### config.mk
export PLATFORM = sky130hd
export DESIGN_NAME = dchu_ctrl
export DESIGN_NICKNAME = d
export VERILOG_FILES = /design/src/sv/dchu_pkg.sv /design/src/sv/dchu_ctrl.sv
export SDC_FILE = /design/constraint.sdc
export NUM_CORES = 1
export LEC_CHECK = 0
export BUFFER_PORTS_ARGS = -buffer_cell sky130_fd_sc_hd__buf_4
export CAP_MARGIN = 20
export CORE_AREA = 2 2 39 41
export DETAILED_ROUTE_END_ITERATION = 8
export DIE_AREA = 0 0 41 43
export HOLD_SLACK_MARGIN = 0.05
export PLACE_DENSITY = 0.68
export SYNTH_ARGS = -nofsm -noshare
export SYNTH_HDL_FRONTEND = slang
export SYNTH_SLANG_ARGS = --single-unit
### constraint.sdc
create_clock -name clock -period 2.2 [get_ports clock]
set_clock_uncertainty 0.1 [all_clocks]
set_input_delay 0.44 -clock clock [delete_from_list [all_inputs] [get_ports clock]]
set_output_delay 0.44 -clock clock [all_outputs]
set_load 0.005 [all_outputs]
### src/sv/dchu_pkg.sv
// Shared types and constants of the dominance count histogram unit.
`timescale 1ns / 1ps

package dchu_pkg;

   localparam int REQ_DATA_W  = 32;
   localparam int RSP_DATA_W  = 16;
   localparam int OPCODE_W    = 2;
   localparam int COORD_IN_W  = 7;
   localparam int BIN_W       = 8;
   localparam int RESULT_W    = 9;
   localparam int STATUS_W    = 2;
   localparam int LIMIT_W     = 7;
   localparam logic [LIMIT_W-1:0] LIMIT_RESET = 7'd64;

   typedef enum logic [OPCODE_W-1:0] {
      OP_LOAD,
      OP_COMPUTE,
      OP_READ,
      OP_CLEAR
   } op_type;

   typedef enum logic [STATUS_W-1:0] {
      ST_OK,
      ST_FULL,
      ST_RANGE
   } status_type;

   // Commands from the controller to the datapath
   typedef struct packed {
      logic accept;
      logic clr_step;
      logic i_read;
      logic i_latch;
      logic j_step;
      logic h_read;
      logic h_write;
      logic rsp_load;
   } dchu_cmd_type;

   // Status from the datapath to the controller
   typedef struct packed {
      op_type req_op;
      op_type op;
      logic   sweep_last;
      logic   no_items;
      logic   j_last;
      logic   i_last;
      logic   out_free;
      logic   cnt_zero;
   } dchu_stat_type;

endpackage

### src/sv/dchu_ctrl.sv
// Controller state machine of the dominance count histogram unit.
`timescale 1ns / 1ps

module dchu_ctrl
   import dchu_pkg::*;
(
   input  logic          clock,
   input  logic          reset,
   input  logic          req_tvalid,
   output logic          req_tready,
   output dchu_cmd_type  cmd,
   input  dchu_stat_type stat
);

   typedef enum logic [3:0] {
      S_INIT,
      S_IDLE,
      S_CLEAR,
      S_I_RD,
      S_I_LATCH,
      S_SWEEP,
      S_DRAIN,
      S_H_RD,
      S_H_WR,
      S_FINISH
   } state_type;

   state_type state_ff;
   state_type state_in;

   always_ff @(posedge clock) begin
      if (reset) begin
         state_ff <= S_INIT;
      end else begin
         state_ff <= state_in;
      end
   end

   always_comb begin
      state_in   = state_ff;
      cmd        = '0;
      req_tready = 1'b0;
      unique case (state_ff)
         S_INIT: begin
            // zero the histogram once after reset
            cmd.clr_step = 1'b1;
            if (stat.sweep_last) begin
               state_in = S_IDLE;
            end
         end
         S_IDLE: begin
            req_tready = 1'b1;
            if (req_tvalid) begin
               cmd.accept = 1'b1;
               unique case (stat.req_op) inside
                  OP_LOAD, OP_READ:     state_in = S_FINISH;
                  OP_COMPUTE, OP_CLEAR: state_in = S_CLEAR;
               endcase
            end
         end
         S_CLEAR: begin
            cmd.clr_step = 1'b1;
            if (stat.sweep_last) begin
               if (stat.op == OP_COMPUTE && !stat.no_items) begin
                  state_in = S_I_RD;
               end else begin
                  state_in = S_FINISH;
               end
            end
         end
         S_I_RD: begin
            cmd.i_read = 1'b1;
            state_in   = S_I_LATCH;
         end
         S_I_LATCH: begin
            cmd.i_latch = 1'b1;
            state_in    = S_SWEEP;
         end
         S_SWEEP: begin
            cmd.j_step = 1'b1;
            if (stat.j_last) begin
               state_in = S_DRAIN;
            end
         end
         S_DRAIN: begin
            // last compare retires in this cycle
            state_in = S_H_RD;
         end
         S_H_RD: begin
            cmd.h_read = 1'b1;
            state_in   = S_H_WR;
         end
         S_H_WR: begin
            cmd.h_write = 1'b1;
            if (stat.i_last) begin
               state_in = S_FINISH;
            end else begin
               state_in = S_I_RD;
            end
         end
         S_FINISH: begin
            if (stat.out_free) begin
               cmd.rsp_load = 1'b1;
               state_in     = S_IDLE;
            end
         end
         default: begin
            state_in = S_IDLE;
         end
      endcase
   end

endmodule

==> results of run 1 <==
==> synth_stat cells, drive strengths merged <==
library cell and count:
xnor2 2, nand2b 1, or3b 1, inv 2, or4bb 1, or2 1
a221o 1, dfxtp 4, o21ai 2, clkbuf 1, nor3 5, nor4b 3
a21oi 2, nor3b 1, a311oi 1, nor4 1, mux2i 1, o31a 1
or4b 2, and2 1, nor2 5, o211ai 1, a211oi 1, or3 1
nand2 4, buf 3, and3 1
==> power breakdown <==
part	switching, mW	internal (mW)
logic	0.0416	0.0576
clock network	0.0252	0.0607
registers	0.0114	0.0788
total	0.0782	0.197
==> layout by cell type (no fill, tap or decap), types with 3 or more instances in the layout <==
cell	Yosys	final
buf_4	1	21
clkbuf_4	0	3
dfxtp_1	4	4
nand2_1	4	4
nor2_1	5	5
nor3_1	5	5
nor4b_1	3	3
==> worst reg2reg max path, cell delays in order (launching register included) <==
cell	delay, ns
dfxtp_1	0.47
or4bb_1	0.50
and3_1	0.22
or2_0	0.22
mux2i_1	0.13
a211oi_1	0.21
==> final timing paths <==
check / slack [ns] / from / end
setup reg to reg: 0.28 / state_ff[2] / state_ff[1]
hold / removal: 0.30 / reset / state_ff[3]
hold reg to reg: 0.54 / state_ff[3] / state_ff[2]
setup / recovery: 0.21 / state_ff[1] / cmd[7]
==> cells by family (layout without fill, tap and decap cells) <==
logic type | count (synthesis) | in the layout | share of synthesized area, %
xor+xnor | 2 | 2 | 4.65
buf+inv | 6 | 26 | 9.30
simple gates | 28 | 28 | 45.2
flops | 4 | 4 | 21.3
compound gates | 9 | 9 | 16.9
mux | 1 | 1 | 2.66
==> stage by stage <==
| step | power, mW | utilization, % | std cells |
|---|---|---|---|
| global placement | 0.190 | 38.1 | 83 |
| finish | 0.275 | 39.7 | 86 |
| floorplan | 0.149 | - | 50 |
| CTS | 0.281 | 39.7 | 86 |
| detailed placement | 0.191 | 38.1 | 83 |
| global route | 0.299 | 39.7 | 86 |
==> routing by layer <==
layer	global-route usage, %	wire (um)
met1	16.1	419
met2	16.3	422
met3	3.14	42
met4	2.00	0
met5	0	0
==> layout make-up <==
type / count / area [um^2]
clock buffers: 3 / 22.5
well taps: 16 / 20.0
repair buffers: 21 / 158
multi-input cells: 40 / 262
inverters: 2 / 7.51
flip-flops and latches: 4 / 80.1
fillers: 157 / 835
==> run_results.csv, run 1 <==
group,metric,value,unit
route,firstDrtPassIters,4,
clock_network,cts-root-buf,"clkbuf_4",
placed_design,dpl.hpwl,710,um
clock_network,clock_path_buffers,2,
setup_path,endpoint_kind,"primary output",
yosys,synth_fp_nets,63,
hold_path,holdPathStages,2,
clock_network,cts_setup_buffers,0,
yosys,syn_area_per_cell,7.53,um^2
route,vias,427,
yosys,ys_ff_latch,4,
setup_path,path_delay_family,"simple AND/OR/NAND/NOR gates",
global_routing,grt_max_degree,13,
clock_network,cts_num_sinks,4,
sta,period_share,90.6,%
placed_design,gp_congestion,0.759,
yosys,synth_top_area_share,21.3,%
yosys,synthCells,50,
pwr,leakagePower,0.228,nW
global_routing,grt_pass1_wl,1410,um
sta,finalSetupTns,0,ns
yosys,yosysWarnings,0,
sta,drv_slew,0,
setup_path,path_depth,4,
setup_path,crit_path_cell_trace,"or3b_1 > nor2_1 > and2_1 > buf_4",
flow_run,drv_cap,0,
route,wl_per_cell,10.3,um
global_routing,grt_overflow,0,
setup_path,worstPathMaxFanout,12,
setup_path,critPathLaunchType,"flop",
floorplanning,fp-row-count,14,
sta,fin_hold_ws,0.296,ns
layout,design_area,549,um^2
clock_network,numCtsBuffers,3,
sta,tightest_slew,0.405,ns
clock_network,htree_levels,1,
sta,setup_viol,0,
floorplanning,die_h,43,um
yosys,synth_top_area_cell,"dfxtp_1",
floorplanning,io_pins,22,
placed_design,preCtsSetupSlack,0.245,ns
floorplanning,start_util,27.2,%
global_routing,grt_use_total,11.1,%
status,status,"finished clean",
sta,worst_slack,0.207,ns
yosys,synth.top_cells.by_area,"dfxtp_1 21%, nor4b_1 7.0%, nor3_1 6.6%",
hold_path,worst_hold_path_type,"in2reg",
route,drtIter0Drc,15,
route,drc,0,
layout,drive_above_1_share,35.7,%
floorplanning,coreArea,0.00138,mm^2
sta,fmax,502,MHz
layout,largest_registers,"state_ff: 4 flops",
yosys,synth_cell_types,29,
global_routing,antenna_found_initial,0,
sta,period_needed,1.99,ns
route,vias_per_cell,4.97,
layout,area_growth_syn_to_layout,45.8,%
layout,largest-register,"state_ff",
placed_design,place_area,527,um^2
placed_design,numPortBuffers,19,
clock_network,clk_pin_slew_worst_paths,0.04,ns
setup_path,r2r_cells,5,
global_routing,grt_pass1_vias,350,
clock_network,cts_tree,"done",
setup_path,cp_data_arrival_time,1.45,ns
clock_network,ctsResizeCount,0,
setup_path,crit_slowest_cell,"or3b_1",
route,routed_wl,884,um
pwr,ir_worst_vdd,0.245,mV
floorplanning,dieArea,0.00176,mm^2
clock_network,insertion_delay,0.23,ns
layout,final_nets,85,
clock_network,postCtsHoldBufs,0,
sta,relSlewSlack,72.6,%
yosys,yosysSeqAreaShare,21.3,%
layout,diodes,0,
pwr,p_per_area,501,mW/mm^2
setup_path,worst_ep_required_time,1.66,ns
setup_path,cpPeakStageDelay,0.45,ns
yosys,syn-cell-area,377,um^2
sta,rsz0062_at_grt,"no",
setup_path,critPathKind,"reg2out",
route,drtAntennaViolNets,0,
setup_path,critical_path_buf_inv_count,1,
layout,largest_reg_flops,4,
sta,hold_viol,0,
floorplanning,dieWidth,41,um
Power figures use the tool's default switching activity.
==> run 2: changes to the inputs <==
--- a/config.mk
+++ b/config.mk
@@ -5,6 +5,7 @@
 export SDC_FILE = /design/constraint.sdc
 export NUM_CORES = 1
 export LEC_CHECK = 0
+export ABC_AREA = 1
 export BUFFER_PORTS_ARGS = -buffer_cell sky130_fd_sc_hd__buf_4
 export CAP_MARGIN = 20
 export CORE_AREA = 2 2 39 41
@@ -12,6 +13,7 @@
 export DIE_AREA = 0 0 41 43
 export HOLD_SLACK_MARGIN = 0.05
 export PLACE_DENSITY = 0.68
+export SETUP_SLACK_MARGIN = 0.2
 export SYNTH_ARGS = -nofsm -noshare
 export SYNTH_HDL_FRONTEND = slang
 export SYNTH_SLANG_ARGS = --single-unit
==> run 2 against run 1 <==
Against the previous run: flip-flop and latch count is the same; die area is the same; design area is 3.4% higher.
==> run_results.csv, run 2 <==
group,metric,value,unit
clock_network,numCtsBuffers,3,
global_routing,grt_max_degree,8,
pwr,leakagePower,0.310,nW
layout,diodes,0,
floorplanning,dieArea,0.00176,mm^2
layout,utilization,41.0,%
layout,drive_above_1_share,33.3,%
global_routing,grt_pass1_vias,418,
layout,largest_registers,"state_ff: 4 flops",
floorplanning,die_h,43,um
sta,tightest_slew,0.287,ns
sta,rsz0062_at_grt,"no",
layout,final_cells,109,
placed_design,dp_cells,106,
yosys,synth_top_area_share,20.9,%
setup_path,critPathKind,"reg2out",
setup_path,critical_path_buf_inv_count,3,
sta,relSlewSlack,80.8,%
global_routing,grt_pass1_wl,1520,um
setup_path,worstReg2RegStart,"state_ff[2]",
route,firstDrtPassIters,4,
sta,setup_viol,0,
pwr,p_per_area,497,mW/mm^2
clock_network,ctsResizeCount,0,
yosys,ys_async_sr_fraction,0,%
yosys,synth_cell_types,15,
yosys,synth.top_cells.by_count,"15 x nor2_1, 14 x nand2_1, 12 x inv_1",
route,vias_per_cell,4.54,
setup_path,worstPathMaxFanout,6,
clock_network,cts_num_sinks,4,
route,drtAntennaViolNets,0,
layout,register_area,80.1,um^2
yosys,synthCells,71,
layout,largest_reg_flops,4,
layout,largest-register,"state_ff",
yosys,syn_area_per_cell,5.39,um^2
hold_path,worst_hold_path_type,"in2reg",
clock_network,clock_path_buffers,2,
placed_design,gp_congestion,0.804,
layout,final_cell_mix,"19 x buf_4, 15 x nor2_1, 14 x nand2_1",
layout,multiInputGateArea,243,um^2
yosys,yosysSeqAreaShare,20.9,%
sta,drv_slew,0,
clock_network,htree_levels,1,
floorplanning,fp-row-count,14,
route,drtIter0Drc,14,
yosys,synth_top_area_cell,"dfxtp_1",
setup_path,critPathLaunchType,"flop",
global_routing,antenna_found_initial,0,
hold_path,hp-start,"reset",
floorplanning,start_util,27.7,%
setup_path,crit_path_cell_trace,"inv_2 > nor2_4 > inv_1 > nor4_1 > buf_4",
yosys,ys.flop_type,"dfxtp_1",
clock_network,cts_setup_buffers,0,
layout,fill_cells,151,
layout,final_nets,108,
setup_path,cp_data_arrival_time,1.34,ns
clock_network,cts_tree,"done",
sta,hold_viol,0,
clock_network,clk_pin_slew_worst_paths,0.04,ns
setup_path,path_delay_family,"flip-flops",
status,status,"finished clean",
setup_path,startpoint,"state_ff[0]",
sta,period_needed,1.88,ns
yosys,synth.top_cells.by_area,"dfxtp_1 21%, nor2_1 15%, nand2_1 14%",
sta,finalSetupTns,0,ns
layout,area_growth_syn_to_layout,48.4,%
route,drc,0,
global_routing,grt_use_total,12.5,%
yosys,ys_ff_latch,4,
floorplanning,coreArea,0.00138,mm^2
setup_path,crit_slowest_cell,"dfxtp_1",
setup_path,worst_ep_required_time,1.66,ns
setup_path,endpoint_kind,"primary output",
route,vias,495,
global_routing,grt_overflow,0,
flow_run,drv_cap,0,
layout,final_common_cell,"buf_4",
yosys,synth_edf_count,0,
yosys,syn-cell-area,383,um^2
yosys,synth_fp_nets,84,
placed_design,numPortBuffers,19,
sta,fmax,531,MHz
clock_network,cts-root-buf,"clkbuf_4",
route,wl_per_cell,8.77,um
floorplanning,io_pins,22,
pwr,ir_worst_vdd,0.234,mV
yosys,yosysWarnings,0,
route,routed_wl,956,um
clock_network,insertion_delay,0.23,ns
setup_path,cpPeakStageDelay,0.42,ns
sta,period_share,85.5,%
floorplanning,dieWidth,41,um
placed_design,dpl.hpwl,794,um
clock_network,postCtsHoldBufs,0,
yosys,yosysMostFrequentCell,"nor2_1",
-- run 2: changes by cell type after synthesis, moves of 4 or more --
cell / change
inv_1: +10
inv_2: +4
nand2_1: +10
nand3_1: +7
nor2_1: +10
-- run 2: path summary, 6_finish.rpt --
check | cells past startpoint | slack, ns | to
hold / removal | 2 | 0.30 | state_ff[1]
hold reg to reg | 2 | 0.48 | state_ff[0]
setup reg to reg | 7 | 0.90 | state_ff[3]
setup / recovery | 5 | 0.32 | cmd[0]
-- run 2: cell type report --
| class | count | area share (%) |
|---|---|---|
| Multi-Input combinational cell | 51 | 42.7 |
| Timing Repair Buffer | 19 | 25.1 |
| Sequential cell | 4 | 14.1 |
| Inverter | 16 | 10.6 |
| Clock buffer | 3 | 3.96 |
| Tap cell | 16 | 3.52 |
-- run 2: layer usage --
layer	wire length [um]	part of all wire (%)	track usage, %
met1	401	42	16.3
met2	508	53	18.4
met3	46	4.8	1.57
met4	0	0	8.00
met5	0	0	0
-- run 2: per-stage QoR --
stage	cell area, um^2	power, mW	setup WS, ns	hold WS, ns
3_3_place_gp	546	0.194	0.600	0.471
6_report	568	0.282	0.318	0.297
2_1_floorplan	383	0.152	0.787	0.409
5_1_grt	568	0.305	0.227	0.300
4_1_cts	568	0.290	0.293	0.283
3_5_place_dp	546	0.196	0.570	0.476
-- run 2: power breakdown --
group	internal [mW]	total, mW	switching [mW]
Clock	0.0608	0.0874	0.0266
Combinational	0.0481	0.106	0.0584
Sequential	0.0789	0.0883	0.00941
-- run 2: cell families (layout without fill, tap and decap cells) --
family,count (synthesis),in the layout,share of synthesized area (%)
AND/OR/NAND/NOR,46,46,56.5
buffers and inverters,16,38,15.7
AO/OA/AOI/OAI,5,5,6.86
flip-flops,4,4,20.9
